<file path="config.mk">
export PLATFORM = sky130hd
export DESIGN_NAME = pixel_to_ascii_downsampler
export DESIGN_NICKNAME = d
export VERILOG_FILES = /design/src/hw/rtl/p2a_pkg.sv /design/src/hw/rtl/pixel_to_ascii_downsampler.sv
export SDC_FILE = /design/constraint.sdc
export NUM_CORES = 1
export LEC_CHECK = 0
export BUFFER_PORTS_ARGS = -buffer_cell sky130_fd_sc_hd__buf_2
export CAP_MARGIN = 20
export CORE_MARGIN = 3
export CORE_UTILIZATION = 55
export DETAILED_ROUTE_END_ITERATION = 8
export PLACE_DENSITY = 0.75
export REMOVE_ABC_BUFFERS = 1
export SKIP_CTS_REPAIR_TIMING = 1
export SYNTH_ARGS = -nofsm -noshare
export SYNTH_HDL_FRONTEND = slang
export SYNTH_SLANG_ARGS = --single-unit
</file>
<file path="constraint.sdc">
create_clock -name clk -period 11.15 [get_ports clk]
set_clock_uncertainty 0.1 [all_clocks]
set_input_delay 1.115 -clock clk [delete_from_list [all_inputs] [get_ports clk]]
set_output_delay 1.115 -clock clk [all_outputs]
set_load 0.01 [all_outputs]
</file>
<file path="src/hw/rtl/p2a_pkg.sv">
// Shared constants and tables for the pixel to ASCII downsampler.
package p2a_pkg;

	localparam int CFG_W     = 13;
	localparam int CFG_IDX_W = 2;
	localparam int PIX_W     = 8;
	localparam int CHAR_W    = 8;
	localparam int LUMA_W    = 18;
	localparam int PAL_N     = 10;
	localparam int PAL_IDX_W = 4;
	localparam int DIM_RESET = 30;

	localparam logic [CFG_IDX_W-1:0] REG_IMAGE_WIDTH  = CFG_IDX_W'(0);
	localparam logic [CFG_IDX_W-1:0] REG_IMAGE_HEIGHT = CFG_IDX_W'(1);

	localparam logic [9:0] W_RED   = 10'd299;
	localparam logic [9:0] W_GREEN = 10'd587;
	localparam logic [9:0] W_BLUE  = 10'd114;

	localparam logic [CHAR_W-1:0] NEWLINE = CHAR_W'(10);

	// weighted-sum thresholds: index k reached when sum >= 1000*ceil(255k/9)
	localparam logic [LUMA_W-1:0] LUMA_TH [PAL_N-1] = '{
		18'd29000, 18'd57000, 18'd85000, 18'd114000, 18'd142000,
		18'd170000, 18'd199000, 18'd227000, 18'd255000
	};

	// " .:-=+*#%@"
	localparam logic [CHAR_W-1:0] PALETTE [PAL_N] = '{
		8'd32, 8'd46, 8'd58, 8'd45, 8'd61, 8'd43, 8'd42, 8'd35, 8'd37, 8'd64
	};

endpackage

</file>
<file path="src/hw/rtl/pixel_to_ascii_downsampler.sv">
// Pixel to ASCII downsampler: raster RGB in, nearest-neighbour grid characters out.
//
//  channel   signals                                   direction
//  in        in_valid/in_ready, red, green, blue       pixel in
//  out       out_valid/out_ready, char_code,           character out
//            last_of_run, frame_end
//  cfg       cfg_wr_en, cfg_index, cfg_data            register write
//
// One pixel a cycle while in_ready is high; sample selection and counters update
// at the input transfer. The pixel is registered, luma and palette index settle before
// the output register, which holds the characters for transfer.
// A sampled pixel holds the output register for 2 or 3 transfers; while it is busy and
// a second sampled pixel sits in the input register, in_ready drops.
// Reset clears counters and valids and sets each dimension to max(30, its grid size).
module pixel_to_ascii_downsampler
	import p2a_pkg::*;
#(
	parameter int GRID_COLS = 30,
	parameter int GRID_ROWS = 30,
	parameter int MAX_DIM   = 4096
) (
	input  logic                 clk,
	input  logic                 arst_n,
	input  logic                 in_valid,
	output logic                 in_ready,
	input  logic [PIX_W-1:0]     red,
	input  logic [PIX_W-1:0]     green,
	input  logic [PIX_W-1:0]     blue,
	output logic                 out_valid,
	input  logic                 out_ready,
	output logic [CHAR_W-1:0]    char_code,
	output logic                 last_of_run,
	output logic                 frame_end,
	input  logic                 cfg_wr_en,
	input  logic [CFG_IDX_W-1:0] cfg_index,
	input  logic [CFG_W-1:0]     cfg_data
);

	localparam int DIM_W = $clog2(MAX_DIM + 1);
	localparam int CNT_W = $clog2(MAX_DIM);
	localparam int GC_W  = $clog2(GRID_COLS + 1);
	localparam int GR_W  = $clog2(GRID_ROWS + 1);
	localparam int CP_W  = $clog2(GRID_COLS * MAX_DIM + 1);
	localparam int RP_W  = $clog2(GRID_ROWS * MAX_DIM + 1);
	localparam int CMP_W = (DIM_W > CFG_W) ? DIM_W : CFG_W;
	localparam int W_RST = (DIM_RESET < GRID_COLS) ? GRID_COLS : DIM_RESET;
	localparam int H_RST = (DIM_RESET < GRID_ROWS) ? GRID_ROWS : DIM_RESET;

	logic [DIM_W-1:0] width_q, height_q;
	logic [CNT_W-1:0] scol_q, srow_q;
	logic [CP_W-1:0]  scol_scaled_q, col_prod_q;
	logic [RP_W-1:0]  srow_scaled_q, row_prod_q;
	logic [GC_W-1:0]  gcol_q;
	logic [GR_W-1:0]  grow_q;

	logic [CNT_W-1:0] scol_d, srow_d;
	logic [CP_W-1:0]  scol_scaled_d, col_prod_d;
	logic [RP_W-1:0]  srow_scaled_d, row_prod_d;
	logic [GC_W-1:0]  gcol_d;
	logic [GR_W-1:0]  grow_d;
	logic             row_sel, col_sel, hit, row_done, col_last, grid_last;

	logic             hit_s1, nl_s1, fe_s1;
	logic [PIX_W-1:0] red_s1, green_s1, blue_s1;

	logic [1:0]        cnt_q;
	logic [CHAR_W-1:0] char_q;
	logic              nl_q, fe_q;

	logic              advance, in_xfer;
	logic [PAL_IDX_W-1:0] pal_idx;
	logic [LUMA_W-1:0] luma_d;

	logic [CMP_W-1:0] cfg_ext, w_clamp, h_clamp;

	// configuration with clamping
	always_comb begin
		cfg_ext = CMP_W'(cfg_data);
		if (cfg_ext < CMP_W'(GRID_COLS))
			w_clamp = CMP_W'(GRID_COLS);
		else if (cfg_ext > CMP_W'(MAX_DIM))
			w_clamp = CMP_W'(MAX_DIM);
		else
			w_clamp = cfg_ext;
		if (cfg_ext < CMP_W'(GRID_ROWS))
			h_clamp = CMP_W'(GRID_ROWS);
		else if (cfg_ext > CMP_W'(MAX_DIM))
			h_clamp = CMP_W'(MAX_DIM);
		else
			h_clamp = cfg_ext;
	end

	always_ff @(posedge clk or negedge arst_n) begin
		if (!arst_n) begin
			width_q  <= DIM_W'(W_RST);
			height_q <= DIM_W'(H_RST);
		end else if (cfg_wr_en) begin
			if (cfg_index == REG_IMAGE_WIDTH)
				width_q <= w_clamp[DIM_W-1:0];
			else if (cfg_index == REG_IMAGE_HEIGHT)
				height_q <= h_clamp[DIM_W-1:0];
		end
	end

	// sample selection: floor(prod/GRID) == pos  <=>  pos*GRID <= prod < pos*GRID + GRID
	always_comb begin
		row_sel = (grow_q < GR_W'(GRID_ROWS)) && (row_prod_q >= srow_scaled_q) &&
			(row_prod_q < srow_scaled_q + RP_W'(GRID_ROWS));
		col_sel = (gcol_q < GC_W'(GRID_COLS)) && (col_prod_q >= scol_scaled_q) &&
			(col_prod_q < scol_scaled_q + CP_W'(GRID_COLS));
		hit       = row_sel && col_sel;
		col_last  = ((GC_W+1)'(gcol_q) + (GC_W+1)'(1)) >= (GC_W+1)'(GRID_COLS);
		grid_last = ((GR_W+1)'(grow_q) + (GR_W+1)'(1)) >= (GR_W+1)'(GRID_ROWS);
		row_done  = ((DIM_W+1)'(scol_q) + (DIM_W+1)'(1)) >= (DIM_W+1)'(width_q);

		scol_d        = scol_q;
		scol_scaled_d = scol_scaled_q;
		gcol_d        = gcol_q;
		col_prod_d    = col_prod_q;
		srow_d        = srow_q;
		srow_scaled_d = srow_scaled_q;
		grow_d        = grow_q;
		row_prod_d    = row_prod_q;

		if (hit) begin
			gcol_d     = gcol_q + GC_W'(1);
			col_prod_d = col_prod_q + CP_W'(width_q);
		end
		if (row_done) begin
			scol_d        = '0;
			scol_scaled_d = '0;
			gcol_d        = '0;
			col_prod_d    = '0;
			if (row_sel) begin
				grow_d     = grow_q + GR_W'(1);
				row_prod_d = row_prod_q + RP_W'(height_q);
			end
			if (((DIM_W+1)'(srow_q) + (DIM_W+1)'(1)) >= (DIM_W+1)'(height_q)) begin
				srow_d        = '0;
				srow_scaled_d = '0;
				grow_d        = '0;
				row_prod_d    = '0;
			end else begin
				srow_d        = srow_q + CNT_W'(1);
				srow_scaled_d = srow_scaled_q + RP_W'(GRID_ROWS);
			end
		end else begin
			scol_d        = scol_q + CNT_W'(1);
			scol_scaled_d = scol_scaled_q + CP_W'(GRID_COLS);
		end
	end

	assign advance  = !hit_s1 || (cnt_q == 2'd0);
	assign in_ready = advance;
	assign in_xfer  = in_valid && in_ready;

	always_ff @(posedge clk or negedge arst_n) begin
		if (!arst_n) begin
			scol_q        <= '0;
			scol_scaled_q <= '0;
			gcol_q        <= '0;
			col_prod_q    <= '0;
			srow_q        <= '0;
			srow_scaled_q <= '0;
			grow_q        <= '0;
			row_prod_q    <= '0;
		end else if (in_xfer) begin
			scol_q        <= scol_d;
			scol_scaled_q <= scol_scaled_d;
			gcol_q        <= gcol_d;
			col_prod_q    <= col_prod_d;
			srow_q        <= srow_d;
			srow_scaled_q <= srow_scaled_d;
			grow_q        <= grow_d;
			row_prod_q    <= row_prod_d;
		end
	end

	// input register valid
	always_ff @(posedge clk or negedge arst_n) begin
		if (!arst_n) begin
			hit_s1 <= 1'b0;
		end else if (advance) begin
			hit_s1 <= in_valid && hit;
		end
	end

	always_ff @(posedge clk) begin
		if (advance) begin
			red_s1   <= red;
			green_s1 <= green;
			blue_s1  <= blue;
			nl_s1    <= col_last;
			fe_s1    <= grid_last;
		end
	end

	assign luma_d = LUMA_W'(W_RED) * LUMA_W'(red_s1) + LUMA_W'(W_GREEN) * LUMA_W'(green_s1) +
		LUMA_W'(W_BLUE) * LUMA_W'(blue_s1);

	always_comb begin
		pal_idx = '0;
		for (int k = 0; k < PAL_N - 1; k++)
			if (luma_d >= LUMA_TH[k])
				pal_idx = pal_idx + PAL_IDX_W'(1);
	end

	// output register: one sampled pixel, 2 or 3 transfers
	always_ff @(posedge clk or negedge arst_n) begin
		if (!arst_n) begin
			cnt_q <= 2'd0;
		end else if (advance && hit_s1) begin
			cnt_q <= nl_s1 ? 2'd3 : 2'd2;
		end else if (out_valid && out_ready) begin
			cnt_q <= cnt_q - 2'd1;
		end
	end

	always_ff @(posedge clk) begin
		if (advance && hit_s1) begin
			char_q <= PALETTE[pal_idx];
			nl_q   <= nl_s1;
			fe_q   <= fe_s1;
		end
	end

	assign out_valid   = (cnt_q != 2'd0);
	assign last_of_run = (cnt_q == 2'd1);
	assign char_code   = (last_of_run && nl_q) ? NEWLINE : char_q;
	assign frame_end   = last_of_run && nl_q && fe_q;

endmodule

</file>
### After elaboration in Yosys (flattened, before gate mapping)

Memories as Yosys holds them, arrays and structs flattened. A register that Yosys moved wholly into a read port is not among the register bits.
Cells that the tools add are included.
W data, S select, Z words.

* add/sub/neg operators: 23
* multipliers: 3
* div/mod/pow operators: 0
* magnitude comparators: 21
* equality and inequality tests: 2
* shift operators: 0
* mux-type cells: 27
* bitwise gates (word level): 2
* reductions and logical operators: 24

Operator list (count)
* $mux W17: 6
* $ge A18 B18 Y1 const B: 5
* $ge A18 B17 Y1 const B: 2
* $add A17 B13 Y17: 2
* $add A17 B5 Y17 const B: 2
* $ge A17 B17 Y1: 2
* $lt A17 B17 Y1: 2
* $add A4 B1 Y4 const B: 8
* $mux W4: 8
* $add A12 B1 Y13 const B: 2
* $ge A13 B13 Y1: 2
* $mux W13: 2
* $add A12 B1 Y12 const B: 2
* $mux W12: 2
* $mux W5: 4
* $add A17 B18 Y18: 1
* $add A18 B15 Y18: 1
* $ge A18 B15 Y1 const B: 1
* $ge A18 B16 Y1 const B: 1
* $mul A10 B8 Y18 const A: 1
* $mul A9 B8 Y17 const A: 1
* $mul A6 B8 Y14 const A: 1
* $gt A13 B13 Y1 const B: 1
* $lt A13 B5 Y1 const B: 1
* 18 further kinds: 42

* register bits: 159
* bits in latches: 0
* memory bits (writable): 0
* bits in read-only memories: 128
* output and inout bits: 12
* logic and storage cells: 122
* memories: 1

Memories
* (name not given): depth 16, width 8, rd ports 1, clocked after memory_dff 1, write ports 0, line pixel_to_ascii_downsampler.sv:221 `char_q <= PALETTE[pal_idx];`

### Depth between registers and ports, before layout

Gate-level depths: netlist of the first run.

* word-level depth: 22
* mapped depth: 52
* depth with buffers taken out: 50

### Least setup slack after synthesis of the first run

OpenSTA, ideal clock, no wires.

* path kind: reg2reg
* start point: register blue_s1[0]
* end point: register char_q[0] (data pin)
* arrival: 10676 ps
* required time: 10796 ps
* setup slack: 120 ps
* stages on the path, launching flop included: 50
* buffers on the path: 1
* period minus slack after synthesis: 11030 ps
* path through: edfxtp_1 fa_1 inv_1 fa_1 inv_1 ha_1 ha_1 inv_1 fa_1 inv_1 a21oi_1 o21ai_0 a21oi_1 nor2_1 nor2_1 xnor2_1 ha_1 inv_1 [14 not listed] nor2_2 ha_1 o21ai_0 o311ai_2 ha_1 mux2_2 ha_1 o221a_2 ha_1 mux2_2 ha_1 mux2_2 ha_1 mux2_2 ha_1 nand2_1 o21ai_0 o21a_1

* word-level cells in the longest chain between the ends: 21
* elaborated cells between the ends (all ways): 29
* classes of those cells: add/sub: 9; mul: 1; order compare: 9; mux: 9; bitwise: 1

Ends and longest elaborated chain
* start, declared: line pixel_to_ascii_downsampler.sv:64 `logic [PIX_W-1:0] red_s1, green_s1, blue_s1;`
* start signal, assigned: line pixel_to_ascii_downsampler.sv:192 `blue_s1 <= blue;`
* $mul A6 B8 Y14 *: line pixel_to_ascii_downsampler.sv:199 `LUMA_W'(W_BLUE) * LUMA_W'(blue_s1);`
* $add A18 B15 Y18 *: line pixel_to_ascii_downsampler.sv:198 `assign luma_d = LUMA_W'(W_RED) * LUMA_W'(red_s1) + LUMA_W'(W_GREEN) * LUMA_W'(green_s1) +`
* $ge A18 B15 Y1: line pixel_to_ascii_downsampler.sv:204 `if (luma_d >= LUMA_TH[k])`
* $mux W1: line pixel_to_ascii_downsampler.sv:204
* $add A4 B1 Y4: line pixel_to_ascii_downsampler.sv:205 `pal_idx = pal_idx + PAL_IDX_W'(1);`
* $mux W4: line pixel_to_ascii_downsampler.sv:204
* $add A4 B1 Y4: line pixel_to_ascii_downsampler.sv:205
* $mux W4: line pixel_to_ascii_downsampler.sv:204
* [5 not listed]
* $mux W4: line pixel_to_ascii_downsampler.sv:204
* $add A4 B1 Y4: line pixel_to_ascii_downsampler.sv:205
* $mux W4: line pixel_to_ascii_downsampler.sv:204
* $add A4 B1 Y4: line pixel_to_ascii_downsampler.sv:205
* $mux W4: line pixel_to_ascii_downsampler.sv:204
* $add A4 B1 Y4: line pixel_to_ascii_downsampler.sv:205
* $mux W4 *: line pixel_to_ascii_downsampler.sv:204
* $not A4 Y5 (implied by the code) *: line pixel_to_ascii_downsampler.sv:221
* end, declared: line pixel_to_ascii_downsampler.sv:67 `logic [CHAR_W-1:0] char_q;`

Mark *: on every way between the ends. The rest lies on a longest branch, timed or not.
A chain may end at the register's enable or synchronous reset.

### Worst setup path in the final report of the first run

* start point: register blue_s1[1]
* end point: register char_q[2] (data pin)

The elaborated chain is that of the path after synthesis.

==> metrics.txt, run 1 <==
sequential share of the synthesized area 26.5%; largest net degree at the start of global routing 71; wire length per cell 16.7 µm; Max-slew headroom 31.4%; gate count of the mapped netlist 1740; total wire length 37100 µm; Initial Utilization 56.1%; Worst EP arrival 10.98 ns; layout cells sized above 1 14.3%; Slew Limit Fails 0; Root Buffer Master clkbuf_16; Util after Layout 63.1%; yosys warns 0; HPWL Detailed 27300 µm; Die Y 178 µm; first-pass GRT wire length 60100 µm; clock buffer depth 2; Clock transition at path regs 0.07 ns; Post-synth top flop dfrtp_1; Critical Path Start Type flip-flop; CP Class flip-flop to flip-flop; CP required 11.25 ns; Post-Synth Adder-Cell Area 28.1%; Layout area overhead 12.5%; Port Buffers 54; Overall Global Routing Usage 23.3%; Diodes inserted 0; Via Count 12821; Congestion Overflow GR 0; critical path's most frequent cell ha_4; initial antenna violation count 0; row count 62; Mean Syn Cell Area 9.30 µm²; critical path fanouts, max 8; Via density 5.77; count of final hold-check violations 0; DRC Markers 0; Compound-Gate Fraction of Synth Area 17.9%; Slowest-stage cell, CP fa_1; worst hold-check path type flip-flop to flip-flop; H-tree level count 4; antenna-violating nets left 0; initial drt markers 730; largest family of logic cells by synthesized area adder cells; Max Cap Viol 0; CTS tree yes; Die X 178 µm; gpl congestion 0.906; FF+latch count, synth 164; Initial DRT Pass Iterations 5; TritonCTS buffer count 17; number of flops mapped to enable cells by yosys 35; XOR/XNOR share of the synthesized area 5.85%; Clock Latency Late Sink 0.44 ns; CP Capture Type flip-flop; fin crit share 97.6%; CORE AREA 28900 µm²; area of the die 31500 µm²; Synth Area in Simple Gates 12.7%; Slew @ Worst Pin 1.02 ns; mux cell area share after synthesis 1.65%; crit-path max cell delay 0.57 ns; Fmax 91.9 MHz; Cell Area, Synth 16200 µm²; number of nets in the layout 2185; FFs w/ async S/R, synth 78.7%; outcome completed; # setup viols final 0; vias in the first global route 12821; number of distinct library cells after synthesis 92; min cycle time layout 10.88 ns; I/O pin cnt 56; clock sink count 164
-- cell usage after synthesis (20+ instances only) --
library cell    n  area share (%)
nand2_1       132             3.1
o21bai_1       20            0.93
or3_1          20            0.77
nor3_1         24            0.74
nor2_1         51             1.2
clkbuf_1       38            0.88
o21ai_0       116             3.6
o21a_1         40             1.9
nand2b_1       22            0.85
ha_1          243              19
a21oi_1        64             2.0
xnor2_1        76             4.1
dfrtp_1       121              19
fa_1           74             9.2
xor2_1         24             1.3
nand3_1        41             1.3
inv_1         254             5.9
a21o_1         47             2.2
edfxtp_1       35             6.5
and3_1         24            0.93
-- path summary, 6_finish.rpt --
kind | start | end | slack (ns) | depth (start not counted)
setup / recovery | blue_s1[1]$_DFFE_PN_ | char_q[2]$_DFFE_PP_ | 0.27 | 44
hold / removal | nl_s1$_DFFE_PN_ | nl_q$_DFFE_PP_ | 0.37 | 0
setup reg to reg | blue_s1[1]$_DFFE_PN_ | char_q[2]$_DFFE_PP_ | 0.27 | 44
hold reg to reg | nl_s1$_DFFE_PN_ | nl_q$_DFFE_PP_ | 0.37 | 0
max in group asynchronous | arst_n | height_q[9]$_DFFE_PN0P_ | 8.91 | 2
min in group asynchronous | arst_n | hit_s1$_DFFE_PN0N_ | 0.64 | 1
-- state kept, by name (all words and copies together), names as in the netlist, 5 cells and up --
register,cells
red_s1,8
grow_q,5
scol_scaled_q,16
srow_scaled_q,16
width_q,13
row_prod_q,17
height_q,13
char_q,7
col_prod_q,17
green_s1,8
blue_s1,8
srow_q,12
scol_q,12
gcol_q,5
-- per-layer routing --
layer	up-vias	share of wire, %	GRT usage (%)
li1	6218	-	-
met1	6271	45	30.4
met2	273	50	40.5
met3	59	3.4	2.57
met4	0	2.1	7.49
met5	-	0	0
-- layout make-up --
cell class / instances / area, µm²
multi-input combinational: 1271 / 11100
fill: 2406 / 10700
sequential: 164 / 4290
inverter: 256 / 961
timing repair buffer: 114 / 723
tap: 384 / 480
clock buffer: 20 / 447
clock inverter: 12 / 146
-- metrics by stage --
step | cell area [µm²] | hold slack [ns] | cells | TNS (ns) | setup WS, ns
2_1_floorplan | 16000 | 0.300 | 1691 | 0 | 0.0729
3_3_place_gp | 17000 | 0.354 | 2171 | 0 | 0.0985
3_5_place_dp | 17000 | 0.365 | 2171 | -1.14 | -0.263
4_1_cts | 17600 | 0.376 | 2203 | -1.17 | -0.269
5_1_grt | 18200 | 0.385 | 2221 | -0.518 | -0.132
6_report | 18200 | 0.367 | 2221 | 0 | 0.268
-- kinds of logic (layout without fill, tap and decap cells) --
logic type | after synthesis | count (layout)
other cells | 1 | 1
fa+ha+maj | 319 | 319
buf+inv | 305 | 402
mux | 25 | 25
compound gates | 418 | 418
simple gates | 404 | 404
flops | 164 | 164
xor+xnor | 104 | 104
-- worst max-delay path: cells and delay by family, from the launching register on --
family | cells | cell delay (ns)
adders and majority gates | 17 | 5.66
xor gates and xnor gates | 2 | 0.44
and+or+nand+nor | 6 | 1.08
AOI/OAI and AO/OA | 8 | 1.49
buffers and inverters | 7 | 0.40
DFF | 1 | 0.48
muxes | 4 | 0.97
-- cells in the final DEF (no fill, tap or decap), types with 47 or more instances in the layout --
cell type  count
a21o_1        47
nor2_1        49
ha_1         225
dfrtp_1      121
buf_4         61
o21ai_0      109
buf_2         53
fa_1          73
a21oi_1       55
nand2_1      131
inv_1        249
xnor2_1       75
Power of run 1 is left out: the tool's default activity adds up to more than one toggle a clock period on the data nets, which glitch-free logic cannot reach.
==> run 2, diff against run 1 <==
RECOVER_POWER = 50   (was default)
==> run 2 against run 1 <==
Effect of this change: the flow now finishes with violations (capacitance limit, slew limit); design area shrank 0.14%; utilization shrank 0.091 points; hold slack is essentially flat; via count shrank 0.12%; fmax is essentially flat; critical endpoint unchanged; largest cell class unchanged.
==> metrics.txt, run 2 (synthesis results as in run 1) <==
Initial Utilization 56.1%; crit-path max cell delay 0.57 ns; layout cells sized above 1 13.5%; Max Cap Viol 3; Overall Global Routing Usage 23.3%; critical path fanouts, max 8; clock sink count 164; CP Class flip-flop to flip-flop; row count 62; TNS Setup 0 ns; fin crit share 97.6%; Seq. cell area 4290 µm²; TritonCTS buffer count 17; worst reg2reg setup slack 0.27 ns; reg2reg path depth 44; reg-to-reg startpoint blue_s1[1]$_DFFE_PN_; most frequent cells in the layout 249 x inv_1, 225 x ha_1, 131 x nand2_1; # fillers 2415; min cycle time layout 10.88 ns; critical path's most frequent cell ha_4; Fmax 91.9 MHz; max layer used met4; # setup viols final 0; Top Registers col_prod_q x17, row_prod_q x17; H-tree level count 4; Diodes inserted 0; Max-slew headroom -151%; wire length per cell 16.7 µm; Critical Path Start Type flip-flop; wire length on met2 18500 µm; total wire length 37100 µm; initial drt markers 744; Worst EP arrival 10.98 ns; largest net degree at the start of global routing 71; violated checks capacitance limit, slew limit; met3 wire length 1180 µm; Via density 5.77; HPWL Detailed 27300 µm; Placed Cells 2171; Placed Area 17000 µm²; Die Y 178 µm; Slew Limit Fails 163; first-pass GRT wire length 60100 µm; initial antenna violation count 0; worst hold-check path type flip-flop to flip-flop; Worst Setup EP char_q[2]$_DFFE_PP_; CP Launch Point blue_s1[1]$_DFFE_PN_; Congestion Overflow GR 0; area of the die 31500 µm²; CORE AREA 28900 µm²; Port Buffers 54; Layout area overhead 12.3%; Non-Filler Instances 2221; clock buffer depth 2; Initial DRT Pass Iterations 5; CP Capture Type flip-flop; Via Count 12806; I/O pin cnt 56; terminus of the critical flop-to-flop path char_q[2]$_DFFE_PP_; CTS tree yes; number of nets in the layout 2185; DRC Markers 0; Die X 178 µm; most common cell after layout, fill and taps aside inv_1; Place WS -0.263 ns; CP required 11.25 ns; gpl congestion 0.906; Final Cell Area 18200 µm²; multi-input gate area in the final layout 11100 µm²; antenna-violating nets left 0; outcome finished, violations left; Metal-1 WL 16600 µm; Root Buffer Master clkbuf_16; Clock Latency Late Sink 0.44 ns; vias in the first global route 12821; Slew @ Worst Pin 3.76 ns; Clock transition at path regs 0.07 ns; count of final hold-check violations 0; Slowest-stage cell, CP fa_1; setup ws final 0.270 ns
run 2: changes by cell type in the layout (fill, tap and decap cells not counted), sizes merged:
cell	delta
buf	-13
clkbuf	+13
run 2: cell type report:
cell class,count,area share [%]
Multi-Input combinational cell,1271,61.4
Clock buffer,20,2.46
Inverter,256,5.29
Clock inverter,12,0.806
Timing Repair Buffer,114,3.84
Sequential cell,164,23.6
Tap cell,384,2.64
run 2: stage by stage:
step           hold slack (ns)  utilization (%)
6_report                 0.367             63.0
5_1_grt                  0.385             63.0
4_1_cts                  0.376             61.1
3_5_place_dp             0.365             59.0
3_3_place_gp             0.354             59.0
2_1_floorplan            0.300                -
run 2: critical path, delay by kind of cell (launching register included):
| family | cells | cell delay (ns) |
|---|---|---|
| buf+inv | 7 | 0.40 |
| compound gates | 8 | 1.49 |
| flops | 1 | 0.48 |
| xor+xnor | 2 | 0.44 |
| fa+ha+maj | 17 | 5.66 |
| simple gates | 6 | 1.08 |
| mux | 4 | 0.98 |
run 2: how the worst min path moves through the flow:
| stage | to | cells past startpoint | from | slack [ns] |
|---|---|---|---|---|
| final | nl_q$_DFFE_PP_ | 0 | nl_s1$_DFFE_PN_ | 0.37 |
| after global routing | nl_q$_DFFE_PP_ | 0 | nl_s1$_DFFE_PN_ | 0.38 |
| after CTS | nl_q$_DFFE_PP_ | 0 | nl_s1$_DFFE_PN_ | 0.38 |
| after detailed placement | nl_q$_DFFE_PP_ | 0 | nl_s1$_DFFE_PN_ | 0.36 |
| after global placement | nl_q$_DFFE_PP_ | 0 | nl_s1$_DFFE_PN_ | 0.35 |
| after floorplan | fe_q$_DFFE_PP_ | 0 | fe_s1$_DFFE_PN_ | 0.30 |
run 2: layer usage:
| layer | vias up | GRT usage (%) |
|---|---|---|
| li1 | 6222 | - |
| met1 | 6254 | 30.4 |
| met2 | 265 | 40.5 |
| met3 | 65 | 2.57 |
| met4 | 0 | 7.49 |
| met5 | - | 0 |
Power of run 2 is left out for the same reason.
